[config.mk]
export PLATFORM = sky130hd
export DESIGN_NAME = ble_link_layer_crc_whitening_codec_core_flat
export DESIGN_NICKNAME = d
export VERILOG_FILES = /design/src/design/blecrc_pkg.sv /design/src/design/blecrc_byte_if.sv /design/src/design/blecrc_res_if.sv /design/src/design/blecrc_cfg_if.sv /design/src/design/blecrc_cfg_regs.sv /design/src/design/blecrc_in_stage.sv /design/src/design/blecrc_engine.sv /design/src/design/ble_link_layer_crc_whitening_codec_core.sv /design/src/flat_wrapper.sv
export SDC_FILE = /design/constraint.sdc
export NUM_CORES = 1
export LEC_CHECK = 0
export ABC_AREA = 0
export BUFFER_PORTS_ARGS = -buffer_cell sky130_fd_sc_hd__buf_2
export CORE_ASPECT_RATIO = 0.5
export CORE_MARGIN = 2
export CORE_UTILIZATION = 42
export DETAILED_ROUTE_END_ITERATION = 8
export GPL_TIMING_DRIVEN = 0
export MAX_ROUTING_LAYER = met4
export PLACE_DENSITY = 0.57
export SYNTH_ARGS = -nofsm -noshare
export SYNTH_HDL_FRONTEND = slang
export SYNTH_SLANG_ARGS = --single-unit
[constraint.sdc]
create_clock -name clk -period 3.8 [get_ports clk]
set_input_delay 0.76 -clock clk [delete_from_list [all_inputs] [get_ports clk]]
set_output_delay 0.76 -clock clk [all_outputs]
set_load 0.05 [all_outputs]
[src/design/blecrc_pkg.sv]
package blecrc_pkg;

	localparam int unsigned BYTE_W     = 8;
	localparam int unsigned CRC_W      = 24;
	localparam int unsigned CFG_IDX_W  = 2;
	localparam int unsigned HELD_DEPTH = 3;
	localparam int unsigned CNT_W      = 2;
	localparam int unsigned PHASE_W    = 2;

	localparam logic [CRC_W-1:0]  CRC_POLY     = 24'h00065B;
	localparam logic [CRC_W-1:0]  CRC_INIT_RST = 24'h555555;
	localparam logic [BYTE_W-1:0] WHITEN_TAPS  = 8'h11;
	localparam logic [BYTE_W-1:0] SEED_RST     = 8'h00;
	localparam logic              DIR_RST      = 1'b0;

	localparam logic [CNT_W-1:0]   HELD_FULL  = 2'd3;
	localparam logic [CNT_W-1:0]   HELD_TWO   = 2'd2;
	localparam logic [PHASE_W-1:0] PHASE_LAST = 2'd3;

	typedef enum logic [CFG_IDX_W-1:0] {
		REG_DIRECTION   = 2'd0,
		REG_WHITEN_SEED = 2'd1,
		REG_CRC_INIT    = 2'd2
	} reg_idx_t;

	typedef enum logic {
		DIR_ENCODE = 1'b0,
		DIR_DECODE = 1'b1
	} dir_t;

	typedef struct packed {
		logic              direction;
		logic [BYTE_W-1:0] whiten_seed;
		logic [CRC_W-1:0]  crc_init;
	} cfg_t;

	typedef struct packed {
		logic [BYTE_W-1:0] data;
		logic              last;
	} item_t;

	typedef struct packed {
		logic [BYTE_W-1:0] lfsr;
		logic [BYTE_W-1:0] data;
	} whiten_t;

	function automatic logic [BYTE_W-1:0] rev8(input logic [BYTE_W-1:0] v);
		logic [BYTE_W-1:0] r;
		for (int i = 0; i < BYTE_W; i++) begin
			r[i] = v[BYTE_W-1-i];
		end
		return r;
	endfunction

	// lfsr steps once per bit, lsb of the byte first
	function automatic whiten_t whiten(input logic [BYTE_W-1:0] lfsr,
			input logic [BYTE_W-1:0] d);
		whiten_t w;
		w.lfsr = lfsr;
		w.data = d;
		for (int i = 0; i < BYTE_W; i++) begin
			if (w.lfsr[BYTE_W-1]) begin
				w.lfsr    = w.lfsr ^ WHITEN_TAPS;
				w.data[i] = ~w.data[i];
			end
			w.lfsr = {w.lfsr[BYTE_W-2:0], 1'b0};
		end
		return w;
	endfunction

	function automatic logic [CRC_W-1:0] crc_byte(input logic [CRC_W-1:0] crc,
			input logic [BYTE_W-1:0] d);
		logic [CRC_W-1:0] c;
		logic             top;
		c = crc;
		for (int i = 0; i < BYTE_W; i++) begin
			top = c[CRC_W-1];
			c   = {c[CRC_W-2:0], 1'b0};
			if (top != d[i]) begin
				c = c ^ CRC_POLY;
			end
		end
		return c;
	endfunction

	function automatic logic crc_match(input logic [CRC_W-1:0] crc,
			input logic [BYTE_W-1:0] r0, input logic [BYTE_W-1:0] r1,
			input logic [BYTE_W-1:0] r2);
		return (crc[23:16] == rev8(r0)) && (crc[15:8] == rev8(r1)) &&
			(crc[7:0] == rev8(r2));
	endfunction

endpackage

[src/design/blecrc_byte_if.sv]
interface blecrc_byte_if;
	import blecrc_pkg::*;
	logic              valid;
	logic              ready;
	logic [BYTE_W-1:0] data_in;
	logic              last_in;

	modport source(output valid, data_in, last_in, input ready);
	modport sink(input valid, data_in, last_in, output ready);
endinterface

[src/design/blecrc_res_if.sv]
interface blecrc_res_if;
	import blecrc_pkg::*;
	logic              valid;
	logic              ready;
	logic [BYTE_W-1:0] data_out;
	logic              last_out;
	logic              crc_ok;

	modport source(output valid, data_out, last_out, crc_ok, input ready);
	modport sink(input valid, data_out, last_out, crc_ok, output ready);
endinterface

[src/design/blecrc_cfg_if.sv]
interface blecrc_cfg_if;
	import blecrc_pkg::*;
	logic                 valid;
	logic                 ready;
	logic [CFG_IDX_W-1:0] index;
	logic [CRC_W-1:0]     wdata;

	modport source(output valid, index, wdata, input ready);
	modport sink(input valid, index, wdata, output ready);
endinterface

[src/design/blecrc_cfg_regs.sv]
module blecrc_cfg_regs
	import blecrc_pkg::*;
(
	input  logic         clk,
	input  logic         arst_n,
	blecrc_cfg_if.sink   cfg_ch,
	output cfg_t         cfg
);

	cfg_t cfg_q;

	assign cfg_ch.ready = 1'b1;
	assign cfg          = cfg_q;

	always_ff @(posedge clk or negedge arst_n) begin
		if (!arst_n) begin
			cfg_q.direction   <= DIR_RST;
			cfg_q.whiten_seed <= SEED_RST;
			cfg_q.crc_init    <= CRC_INIT_RST;
		end else if (cfg_ch.valid) begin
			case (reg_idx_t'(cfg_ch.index))
				REG_DIRECTION:   cfg_q.direction   <= cfg_ch.wdata[0];
				REG_WHITEN_SEED: cfg_q.whiten_seed <= cfg_ch.wdata[BYTE_W-1:0];
				REG_CRC_INIT:    cfg_q.crc_init    <= cfg_ch.wdata;
				default: begin
				end
			endcase
		end
	end

endmodule

[src/design/blecrc_in_stage.sv]
module blecrc_in_stage
	import blecrc_pkg::*;
(
	input  logic         clk,
	input  logic         arst_n,
	blecrc_byte_if.sink  byte_ch,
	input  logic         release_s1,
	output logic         valid_s1,
	output item_t        item_s1
);

	logic take;

	// a slot frees in the same cycle the engine retires the held item
	assign byte_ch.ready = !valid_s1 || release_s1;
	assign take          = byte_ch.valid && byte_ch.ready;

	always_ff @(posedge clk or negedge arst_n) begin
		if (!arst_n) begin
			valid_s1 <= 1'b0;
		end else if (byte_ch.ready) begin
			valid_s1 <= byte_ch.valid;
		end
	end

	always_ff @(posedge clk) begin
		if (take) begin
			item_s1.data <= byte_ch.data_in;
			item_s1.last <= byte_ch.last_in;
		end
	end

endmodule

[src/design/blecrc_engine.sv]
module blecrc_engine
	import blecrc_pkg::*;
(
	input  logic          clk,
	input  logic          arst_n,
	input  cfg_t          cfg,
	input  logic          valid_s1,
	input  item_t         item_s1,
	output logic          release_s1,
	blecrc_res_if.source  res_ch
);

	logic               pkt_open_q;
	dir_t               dir_q;
	logic [CRC_W-1:0]   crc_q;
	logic [BYTE_W-1:0]  lfsr_q;
	logic [BYTE_W-1:0]  held_q [HELD_DEPTH];
	logic [CNT_W-1:0]   cnt_q;
	logic [PHASE_W-1:0] phase_q;

	logic               out_valid_q;
	logic [BYTE_W-1:0]  out_data_q;
	logic               out_last_q;
	logic               out_ok_q;

	dir_t               dir_c;
	logic [CRC_W-1:0]   crc_c;
	logic [BYTE_W-1:0]  lfsr_c;
	logic [CNT_W-1:0]   cnt_c;

	logic               fire;
	logic               done;
	logic               emit;
	logic [BYTE_W-1:0]  res_data;
	logic               res_last;
	logic               res_ok;
	logic [CRC_W-1:0]   crc_n;
	logic [BYTE_W-1:0]  lfsr_n;
	logic [CNT_W-1:0]   cnt_n;
	logic               shift_held;
	logic               store_held;
	logic [BYTE_W-1:0]  crc_sel;
	logic [CRC_W-1:0]   crc_tail;
	whiten_t            wh;

	// the first byte of a packet picks up the configuration
	assign dir_c  = pkt_open_q ? dir_q  : dir_t'(cfg.direction);
	assign crc_c  = pkt_open_q ? crc_q  : cfg.crc_init;
	assign lfsr_c = pkt_open_q ? lfsr_q : cfg.whiten_seed;
	assign cnt_c  = pkt_open_q ? cnt_q  : '0;

	assign fire       = valid_s1 && (!out_valid_q || res_ch.ready);
	assign release_s1 = fire && done;

	always_comb begin
		crc_sel = crc_c[23:16];
		case (phase_q)
			2'd1:    crc_sel = crc_c[23:16];
			2'd2:    crc_sel = crc_c[15:8];
			2'd3:    crc_sel = crc_c[7:0];
			default: crc_sel = crc_c[23:16];
		endcase
	end

	always_comb begin
		done       = 1'b1;
		emit       = 1'b0;
		res_data   = '0;
		res_last   = 1'b0;
		res_ok     = 1'b0;
		crc_n      = crc_c;
		cnt_n      = cnt_c;
		shift_held = 1'b0;
		store_held = 1'b0;
		crc_tail   = crc_byte(crc_c, held_q[0]);
		wh         = whiten(lfsr_c, rev8(item_s1.data));
		case (dir_c)
			DIR_ENCODE: begin
				emit = 1'b1;
				if (phase_q == '0) begin
					crc_n    = crc_byte(crc_c, item_s1.data);
					wh       = whiten(lfsr_c, item_s1.data);
					res_data = rev8(wh.data);
					done     = !item_s1.last;
				end else begin
					// appended crc bytes, high byte first, one per cycle unless the result channel stalls
					wh       = whiten(lfsr_c, rev8(crc_sel));
					res_data = rev8(wh.data);
					res_last = (phase_q == PHASE_LAST);
					done     = (phase_q == PHASE_LAST);
				end
			end
			DIR_DECODE: begin
				if (!item_s1.last) begin
					if (cnt_c == HELD_FULL) begin
						emit       = 1'b1;
						res_data   = held_q[0];
						crc_n      = crc_tail;
						shift_held = 1'b1;
					end else begin
						store_held = 1'b1;
						cnt_n      = cnt_c + 1'b1;
					end
				end else begin
					emit     = 1'b1;
					res_last = 1'b1;
					if (cnt_c == HELD_FULL) begin
						res_data = held_q[0];
						res_ok   = crc_match(crc_tail, held_q[1], held_q[2], wh.data);
					end else if (cnt_c == HELD_TWO) begin
						// empty payload: received crc against the initial value
						res_ok = crc_match(crc_c, held_q[0], held_q[1], wh.data);
					end
				end
			end
			default: begin
			end
		endcase
		lfsr_n = wh.lfsr;
	end

	always_ff @(posedge clk or negedge arst_n) begin
		if (!arst_n) begin
			pkt_open_q  <= 1'b0;
			dir_q       <= DIR_ENCODE;
			cnt_q       <= '0;
			phase_q     <= '0;
			out_valid_q <= 1'b0;
		end else begin
			if (fire) begin
				pkt_open_q <= !(done && item_s1.last);
				dir_q      <= dir_c;
				cnt_q      <= cnt_n;
				phase_q    <= done ? '0 : phase_q + 1'b1;
			end
			if (fire) begin
				out_valid_q <= emit;
			end else if (res_ch.ready) begin
				out_valid_q <= 1'b0;
			end
		end
	end

	always_ff @(posedge clk) begin
		if (fire) begin
			crc_q  <= crc_n;
			lfsr_q <= lfsr_n;
			if (shift_held) begin
				held_q[0] <= held_q[1];
				held_q[1] <= held_q[2];
				held_q[2] <= wh.data;
			end else if (store_held) begin
				held_q[cnt_c] <= wh.data;
			end
			if (emit) begin
				out_data_q <= res_data;
				out_last_q <= res_last;
				out_ok_q   <= res_ok;
			end
		end
	end

	assign res_ch.valid    = out_valid_q;
	assign res_ch.data_out = out_data_q;
	assign res_ch.last_out = out_last_q;
	assign res_ch.crc_ok   = out_ok_q;

endmodule

[src/design/ble_link_layer_crc_whitening_codec_core.sv]
// CRC-24 and whitening codec for advertising packets on a byte radio. One byte item is taken
// per clock unless the engine stalls; a result is computed from the input register and leaves
// through a result register, so the next byte is accepted while a result waits. Encode gives
// one air byte per payload byte; the byte marked last occupies the engine for four results,
// its own and the three CRC bytes, which pass one at a time through the whitening unit. Decode
// holds back the last three air bytes as the received CRC and gives zero or one result per
// byte; the final result carries last_out and crc_ok. direction, whiten_seed and crc_init are
// latched at the first byte of each packet. There is no start-up pass after reset.
module ble_link_layer_crc_whitening_codec_core
	import blecrc_pkg::*;
(
	input  logic          clk,
	input  logic          arst_n,
	blecrc_byte_if.sink   byte_ch,
	blecrc_res_if.source  res_ch,
	blecrc_cfg_if.sink    cfg_ch
);

	cfg_t  cfg;
	logic  valid_s1;
	item_t item_s1;
	logic  release_s1;

	blecrc_cfg_regs u_cfg_regs (
		.clk    (clk),
		.arst_n (arst_n),
		.cfg_ch (cfg_ch),
		.cfg    (cfg)
	);

	blecrc_in_stage u_in_stage (
		.clk        (clk),
		.arst_n     (arst_n),
		.byte_ch    (byte_ch),
		.release_s1 (release_s1),
		.valid_s1   (valid_s1),
		.item_s1    (item_s1)
	);

	blecrc_engine u_engine (
		.clk        (clk),
		.arst_n     (arst_n),
		.cfg        (cfg),
		.valid_s1   (valid_s1),
		.item_s1    (item_s1),
		.release_s1 (release_s1),
		.res_ch     (res_ch)
	);

endmodule
[src/flat_wrapper.sv]
// flat-port wrapper written by rule: the top's interface ports become plain ports
module ble_link_layer_crc_whitening_codec_core_flat import blecrc_pkg::*;
  (clk, arst_n, byte_ch_valid, byte_ch_data_in, byte_ch_last_in, byte_ch_ready, res_ch_valid, res_ch_data_out, res_ch_last_out, res_ch_crc_ok, res_ch_ready, cfg_ch_valid, cfg_ch_index, cfg_ch_wdata, cfg_ch_ready);
  blecrc_byte_if byte_ch_i ();
  blecrc_res_if res_ch_i ();
  blecrc_cfg_if cfg_ch_i ();
  input  logic clk;
  input  logic arst_n;
  input wire logic [$bits(byte_ch_i.valid)-1:0] byte_ch_valid;
  input wire logic [$bits(byte_ch_i.data_in)-1:0] byte_ch_data_in;
  input wire logic [$bits(byte_ch_i.last_in)-1:0] byte_ch_last_in;
  output wire logic [$bits(byte_ch_i.ready)-1:0] byte_ch_ready;
  output wire logic [$bits(res_ch_i.valid)-1:0] res_ch_valid;
  output wire logic [$bits(res_ch_i.data_out)-1:0] res_ch_data_out;
  output wire logic [$bits(res_ch_i.last_out)-1:0] res_ch_last_out;
  output wire logic [$bits(res_ch_i.crc_ok)-1:0] res_ch_crc_ok;
  input wire logic [$bits(res_ch_i.ready)-1:0] res_ch_ready;
  input wire logic [$bits(cfg_ch_i.valid)-1:0] cfg_ch_valid;
  input wire logic [$bits(cfg_ch_i.index)-1:0] cfg_ch_index;
  input wire logic [$bits(cfg_ch_i.wdata)-1:0] cfg_ch_wdata;
  output wire logic [$bits(cfg_ch_i.ready)-1:0] cfg_ch_ready;
  assign byte_ch_i.valid = byte_ch_valid;
  assign byte_ch_i.data_in = byte_ch_data_in;
  assign byte_ch_i.last_in = byte_ch_last_in;
  assign byte_ch_ready = byte_ch_i.ready;
  assign res_ch_valid = res_ch_i.valid;
  assign res_ch_data_out = res_ch_i.data_out;
  assign res_ch_last_out = res_ch_i.last_out;
  assign res_ch_crc_ok = res_ch_i.crc_ok;
  assign res_ch_i.ready = res_ch_ready;
  assign cfg_ch_i.valid = cfg_ch_valid;
  assign cfg_ch_i.index = cfg_ch_index;
  assign cfg_ch_i.wdata = cfg_ch_wdata;
  assign cfg_ch_ready = cfg_ch_i.ready;
  ble_link_layer_crc_whitening_codec_core u_core (.clk(clk), .arst_n(arst_n), .byte_ch(byte_ch_i), .res_ch(res_ch_i), .cfg_ch(cfg_ch_i));
endmodule
==> metrics.txt, run 1 <==
post-cts resize count 0; fin worst setup slack 0.186 ns; worst-path fanout max 10; Rel. slew slack 0.126; post-CTS setup buffers 0; Worst-Margin Slew 1.27 ns; slack of the worst reg-to-reg path 0.19 ns; final clock skew 0.00895 ns; Slew Viols, Final 0; Final Core Density 0.498; site row count 34; post-synthesis cell count 683; Synth Flop Type edfxtp_1; CTS tree yes; area share of the largest cell type after synthesis 0.294; Inst Count DP 969; final hold vios 0; clk slew on worst S/H paths 0.05 ns; DR iter-0 viols 539; Peak Freq 277 MHz; vias in the first global route 5381; Root Buffer clkbuf_16; sequential share of the synthesized area 0.431; max cap viols 0; number of vias per cell 5.53; final count of negative-setup-slack endpoints 0; cts bufs inserted 17; Die ar. 19200 µm²; crit path time final 3.61 ns; worst slack at placement 0.0762 ns; Yosys cell types 49; initial antenna violation count 0; Clock Tree Buf Depth 2; cell accounting for the most synthesized area edfxtp_1; grt total ovfl 0; worst hold path type in2async; most common cell in the netlist xnor2_1; Worst Setup EP u_core.u_engine.res_ch.data_out[2]$_DFFE_PP_; largest net degree at the start of global routing 42; clk_lat worst skew 0.43 ns; Crit Path Class reg2reg; Post-Route Setup TNS 0 ns; CP Launch Type register; post-synthesis net count 729; nets 800; #FFs+latches synth 115; Die Ht 98.9 µm; Synth top cells by count xnor2_1, nand2_1, edfxtp_1; GP Congestion 0.985; layout cells sized above 1 0.214; total number of vias 5534; period utilization 0.951; Post-CTS Hold Fix Bufs 0; Area Overhead vs Synth 15.2%; R2R Path End u_core.u_engine.res_ch.data_out[2]$_DFFE_PP_; drt drc 0; Netlist Area Pre-Place 7560 µm²; post-route non-filler standard cell count 1001; largest cells by area after synthesis edfxtp_1, xnor2_1, dfrtp_1, mux2i_1, mux2_2; Setup crit start u_core.u_engine.pkt_open_q$_DFFE_PN0P_; TritonCTS sink count 115; I/O pin cnt 53; post-detailed-placement half-perimeter wirelength 18700 µm; worst path arrival time 3.76 ns; Post-synth ARST share 0.357; first-pass GRT wire length 35400 µm; Core ar. 17500 µm²; Routed wire per std cell 24.0 µm; H-tree depth 4; Initial Util 0.433; I/O Buffers 51; routed wire length 24000 µm; Reg2Reg Depth 10; status finished, final reports clean; Tot GR Track Use 0.269; RSZ-0062 raised after global routing no; reg2reg start u_core.u_engine.pkt_open_q$_DFFE_PN0P_; Mapped Avg Cell Area 11.1 µm²; Die W 194 µm; Setup crit end kind register; Ant. Diodes 0; EDFF count, synth 74; worst path required time 3.95 ns; Yosys warning count 0; Antenna Nets Post-Route 0; 1st-pass router iterations 4; Fillers 1633
-- layout by cell type, fill, tap and decap left out, drive strengths merged, types with 16 or more instances in the layout --
| master | Yosys | routed |
|---|---|---|
| inv | 16 | 16 |
| a21oi | 40 | 40 |
| clkbuf | 17 | 41 |
| dfrtp | 29 | 29 |
| nand2 | 76 | 76 |
| o21ai | 26 | 26 |
| nor2 | 54 | 54 |
| xor2 | 36 | 36 |
| xnor2 | 116 | 116 |
| mux2i | 55 | 55 |
| mux2 | 38 | 38 |
| edfxtp | 74 | 74 |
| buf | 11 | 63 |
-- metrics by stage --
stage	hold slack, ns	instance area, µm²
CTS	0.493	8710
global placement	0.495	8110
floorplan	0.462	7560
finish	0.499	8710
global route	0.496	8710
detailed placement	0.503	8130
-- kinds of logic after synthesis --
group | share of synthesized area
mux | 0.145
compound gates | 0.0670
flops | 0.431
buf+inv | 0.0283
xor+xnor | 0.221
simple gates | 0.0978
other cells | 0.000496
fa+ha+maj | 0.00993
-- registers in the layout, summed over array words and instances (netlist names) --
signal and count:
u_core.u_engine.res_ch.data_out 8, u_core.u_engine.lfsr_q 7, u_core.u_engine.crc_q 24, u_core.u_cfg_regs.cfg 33, u_core.u_engine.phase_q 2, u_core.u_in_stage.item_s1 9
u_core.u_engine.res_ch.crc_ok 1, u_core.u_engine.dir_q 1, u_core.u_engine.res_ch.last_out 1, u_core.u_engine.pkt_open_q 1, u_core.u_in_stage.valid_s1 1, u_core.u_engine.res_ch.valid 1
u_core.u_engine.cnt_q 2, u_core.u_engine.held_q 24
-- worst min path at each step --
stage / depth (start not counted) / start / end
3_3_place_gp: 2 / u_core.u_engine.res_ch.valid$_DFFE_PN0P_ / u_core.u_engine.res_ch.valid$_DFFE_PN0P_
6_report: 1 / arst_n / u_core.u_cfg_regs.cfg[29]$_DFFE_PN0P_
4_1_cts: 1 / byte_ch_data_in[4] / u_core.u_in_stage.item_s1[5]$_DFFE_PP_
5_1_grt: 1 / byte_ch_data_in[0] / u_core.u_in_stage.item_s1[1]$_DFFE_PP_
2_1_floorplan: 0 / arst_n / u_core.u_cfg_regs.cfg[11]$_DFFE_PN0P_
3_5_place_dp: 2 / u_core.u_engine.res_ch.valid$_DFFE_PN0P_ / u_core.u_engine.res_ch.valid$_DFFE_PN0P_
-- worst max-delay path, stage by stage (launching register included) --
cell	delay, ns
dfrtp_1	0.42
buf_6	0.18
buf_12	0.20
buf_6	0.22
buf_4	0.28
mux2i_1	0.87
o22ai_1	0.18
nor3_1	0.23
a21oi_1	0.08
xnor2_1	0.49
o21ai_0	0.15
-- cell type report --
cell class | instances | area (µm²) | share of cell area
Clock inverter | 8 | 72.6 | 0.00833
Buffer | 28 | 155 | 0.0178
Tap cell | 234 | 293 | 0.0336
Inverter | 16 | 60.1 | 0.00690
Timing Repair Buffer | 52 | 275 | 0.0316
Sequential cell | 115 | 3260 | 0.375
Clock buffer | 24 | 504 | 0.0579
Multi-Input combinational cell | 524 | 4090 | 0.469
-- routing by layer --
layer,GRT usage,routed length [µm],up-vias
met5,-,0,-
met4,0.0799,486,0
met3,0.0859,2450,38
met2,0.350,9240,258
met1,0.392,11900,2723
li1,-,-,2515
Power of run 1 is not shown: default switching activity piles up to over one toggle a cycle in this logic, so the estimate is an artifact.
==> inputs of run 2 (changes only) <==
--- a/config.mk
+++ b/config.mk
@@ -6,14 +6,14 @@
 export NUM_CORES = 1
 export LEC_CHECK = 0
 export ABC_AREA = 0
-export BUFFER_PORTS_ARGS = -buffer_cell sky130_fd_sc_hd__buf_2
+export BUFFER_PORTS_ARGS = -buffer_cell sky130_fd_sc_hd__buf_4
 export CORE_ASPECT_RATIO = 0.5
 export CORE_MARGIN = 2
 export CORE_UTILIZATION = 42
 export DETAILED_ROUTE_END_ITERATION = 8
 export GPL_TIMING_DRIVEN = 0
 export MAX_ROUTING_LAYER = met4
-export PLACE_DENSITY = 0.57
+export PLACE_DENSITY = 0.64
 export SYNTH_ARGS = -nofsm -noshare
 export SYNTH_HDL_FRONTEND = slang
 export SYNTH_SLANG_ARGS = --single-unit
==> run 2 against run 1 <==
Net effect: utilization increased by 0.82 points; design area increased by 1.7%; via count about the same; sequential cell count unchanged; hold slack got worse by 0.17 ns; first-iteration DRC count increased by 41%; critical path type unchanged; wire length increased by 0.50%; die area unchanged; count of clock-buffer cells in the layout decreased by 5; critical path depth increased by 1; clock skew increased by 0.0012 ns; worst setup slack improved by 0.091 ns.
==> metrics.txt, run 2 (synthesized netlist as in run 1, its figures left out) <==
status finished, final reports clean; met2 WL post-DR 9450 µm; GP Congestion 0.999; Worst-Margin Slew 1.35 ns; DR iter-0 viols 761; first-pass GRT wire length 35900 µm; Crit Path Class reg2reg; final count of negative-setup-slack endpoints 0; CTS tree yes; post-cts resize count 0; max layer used met4; routed wire length 24200 µm; Routed wire per std cell 24.1 µm; Area Overhead vs Synth 17.1%; Root Buffer clkbuf_16; Peak Freq 284 MHz; largest net degree at the start of global routing 42; Die W 194 µm; number of vias per cell 5.53; cts bufs inserted 17; final clock skew 0.0102 ns; WL met3 2360 µm; 1st-pass router iterations 5; Die Ht 98.9 µm; initial antenna violation count 0; Clock Tree Buf Depth 2; worst path required time 4.01 ns; nets 800; final hold vios 0; Tot GR Track Use 0.270; max reg flops 33; worst-path fanout max 10; placed instance area 8260 µm²; Fillers 1561; Post-CTS Hold Fix Bufs 0; Inst Count DP 969; WL met1 11900 µm; worst path arrival time 3.74 ns; Slowest-stage cell, CP mux2i_1; drt drc 0; Ant. Diodes 0; Core ar. 17500 µm²; vias in the first global route 5405; fin worst setup slack 0.277 ns; CP peak stage delay 0.99 ns; Antenna Nets Post-Route 0; H-tree depth 4; most common library cell in the layout ignoring fill and taps xnor2_1; max cap viols 0; site row count 34; post-route non-filler standard cell count 1001; CP Launch Type register; TritonCTS sink count 115; post-CTS setup buffers 0; Finished Cell Area 8850 µm²; crit path time final 3.52 ns; period utilization 0.927; worst hold path type in2async; Slew Viols, Final 0; clk_lat worst skew 0.42 ns; total number of vias 5535; leading cell types in the layout, fill and taps excluded xnor2_1, nand2_1, edfxtp_1, nor2_1, buf_4; I/O pin cnt 53; I/O Buffers 51; post-detailed-placement half-perimeter wirelength 18700 µm; worst slack at placement 0.0601 ns; layout cells sized above 1 0.216; Post-Route Setup TNS 0 ns; clk slew on worst S/H paths 0.06 ns; Die ar. 19200 µm²; grt total ovfl 0; most used cell, CP buf_6; worst path cell trace buf_6 -> buf_12 -> buf_6 -> buf_4 -> mux2i_1 -> xnor2_1 -> nor3_1 -> nand3_1 -> nor2_1 -> nand4_1 -> o31ai_2; Rel. slew slack 0.0901; Initial Util 0.433; RSZ-0062 raised after global routing no; Setup crit end kind register
[run 2: changes by cell type in the layout (fill, tap and decap cells not counted), sizes merged]
| cell | before | now |
|---|---|---|
| inv | 16 | 17 |
| bufinv | 1 | 3 |
| clkinvlp | 2 | 4 |
| clkbuf | 41 | 36 |
[run 2: per-layer routing]
metal | GRT usage | vias up
met4 | 0.0775 | 0
met5 | - | -
met1 | 0.401 | 2721
li1 | - | 2516
met3 | 0.0702 | 38
met2 | 0.356 | 260
[run 2: per-stage QoR]
step / util / hold slack (ns)
final: 0.506 / 0.333
after global routing: 0.506 / 0.377
after CTS: 0.506 / 0.351
after detailed placement: 0.472 / 0.504
after global placement: 0.471 / 0.490
after floorplan: - / 0.462
[run 2: worst max-delay path: cells and delay by family, from the launching register on]
family                    cells  cell delay (ns)
AOI/OAI and AO/OA             1             0.16
xor gates and xnor gates      1             0.25
buffers and inverters         4             0.85
DFF                           1             0.34
muxes                         1             0.99
and+or+nand+nor               4             0.71
[run 2: area by class of cell]
| cell class | count | area, µm² | share of cell area |
|---|---|---|---|
| multi-input combinational | 524 | 4090 | 0.462 |
| sequential | 115 | 3260 | 0.369 |
| clock buffer | 19 | 433 | 0.0489 |
| timing repair buffer | 52 | 403 | 0.0455 |
| tap | 234 | 293 | 0.0331 |
| clock inverter | 13 | 160 | 0.0181 |
| buffer | 28 | 155 | 0.0175 |
| inverter | 16 | 60.1 | 0.00678 |
[run 2: path summary, 6_finish.rpt]
path,start,end,slack (ns),depth (start not counted)
min in group clk,u_core.u_cfg_regs.cfg[9]$_DFFE_PN0P_,u_core.u_cfg_regs.cfg[9]$_DFFE_PN0P_,0.51,1
max in group asynchronous,arst_n,u_core.u_engine.pkt_open_q$_DFFE_PN0P_,3.05,1
setup reg to reg,u_core.u_engine.pkt_open_q$_DFFE_PN0P_,u_core.u_engine.res_ch.crc_ok$_SDFFCE_PN0P_,0.28,11
hold reg to reg,u_core.u_cfg_regs.cfg[9]$_DFFE_PN0P_,u_core.u_cfg_regs.cfg[9]$_DFFE_PN0P_,0.51,1
setup / recovery,u_core.u_engine.pkt_open_q$_DFFE_PN0P_,u_core.u_engine.res_ch.crc_ok$_SDFFCE_PN0P_,0.28,11
hold / removal,arst_n,u_core.u_cfg_regs.cfg[25]$_DFFE_PN0P_,0.33,1
Power of run 2 is left out for the same reason.
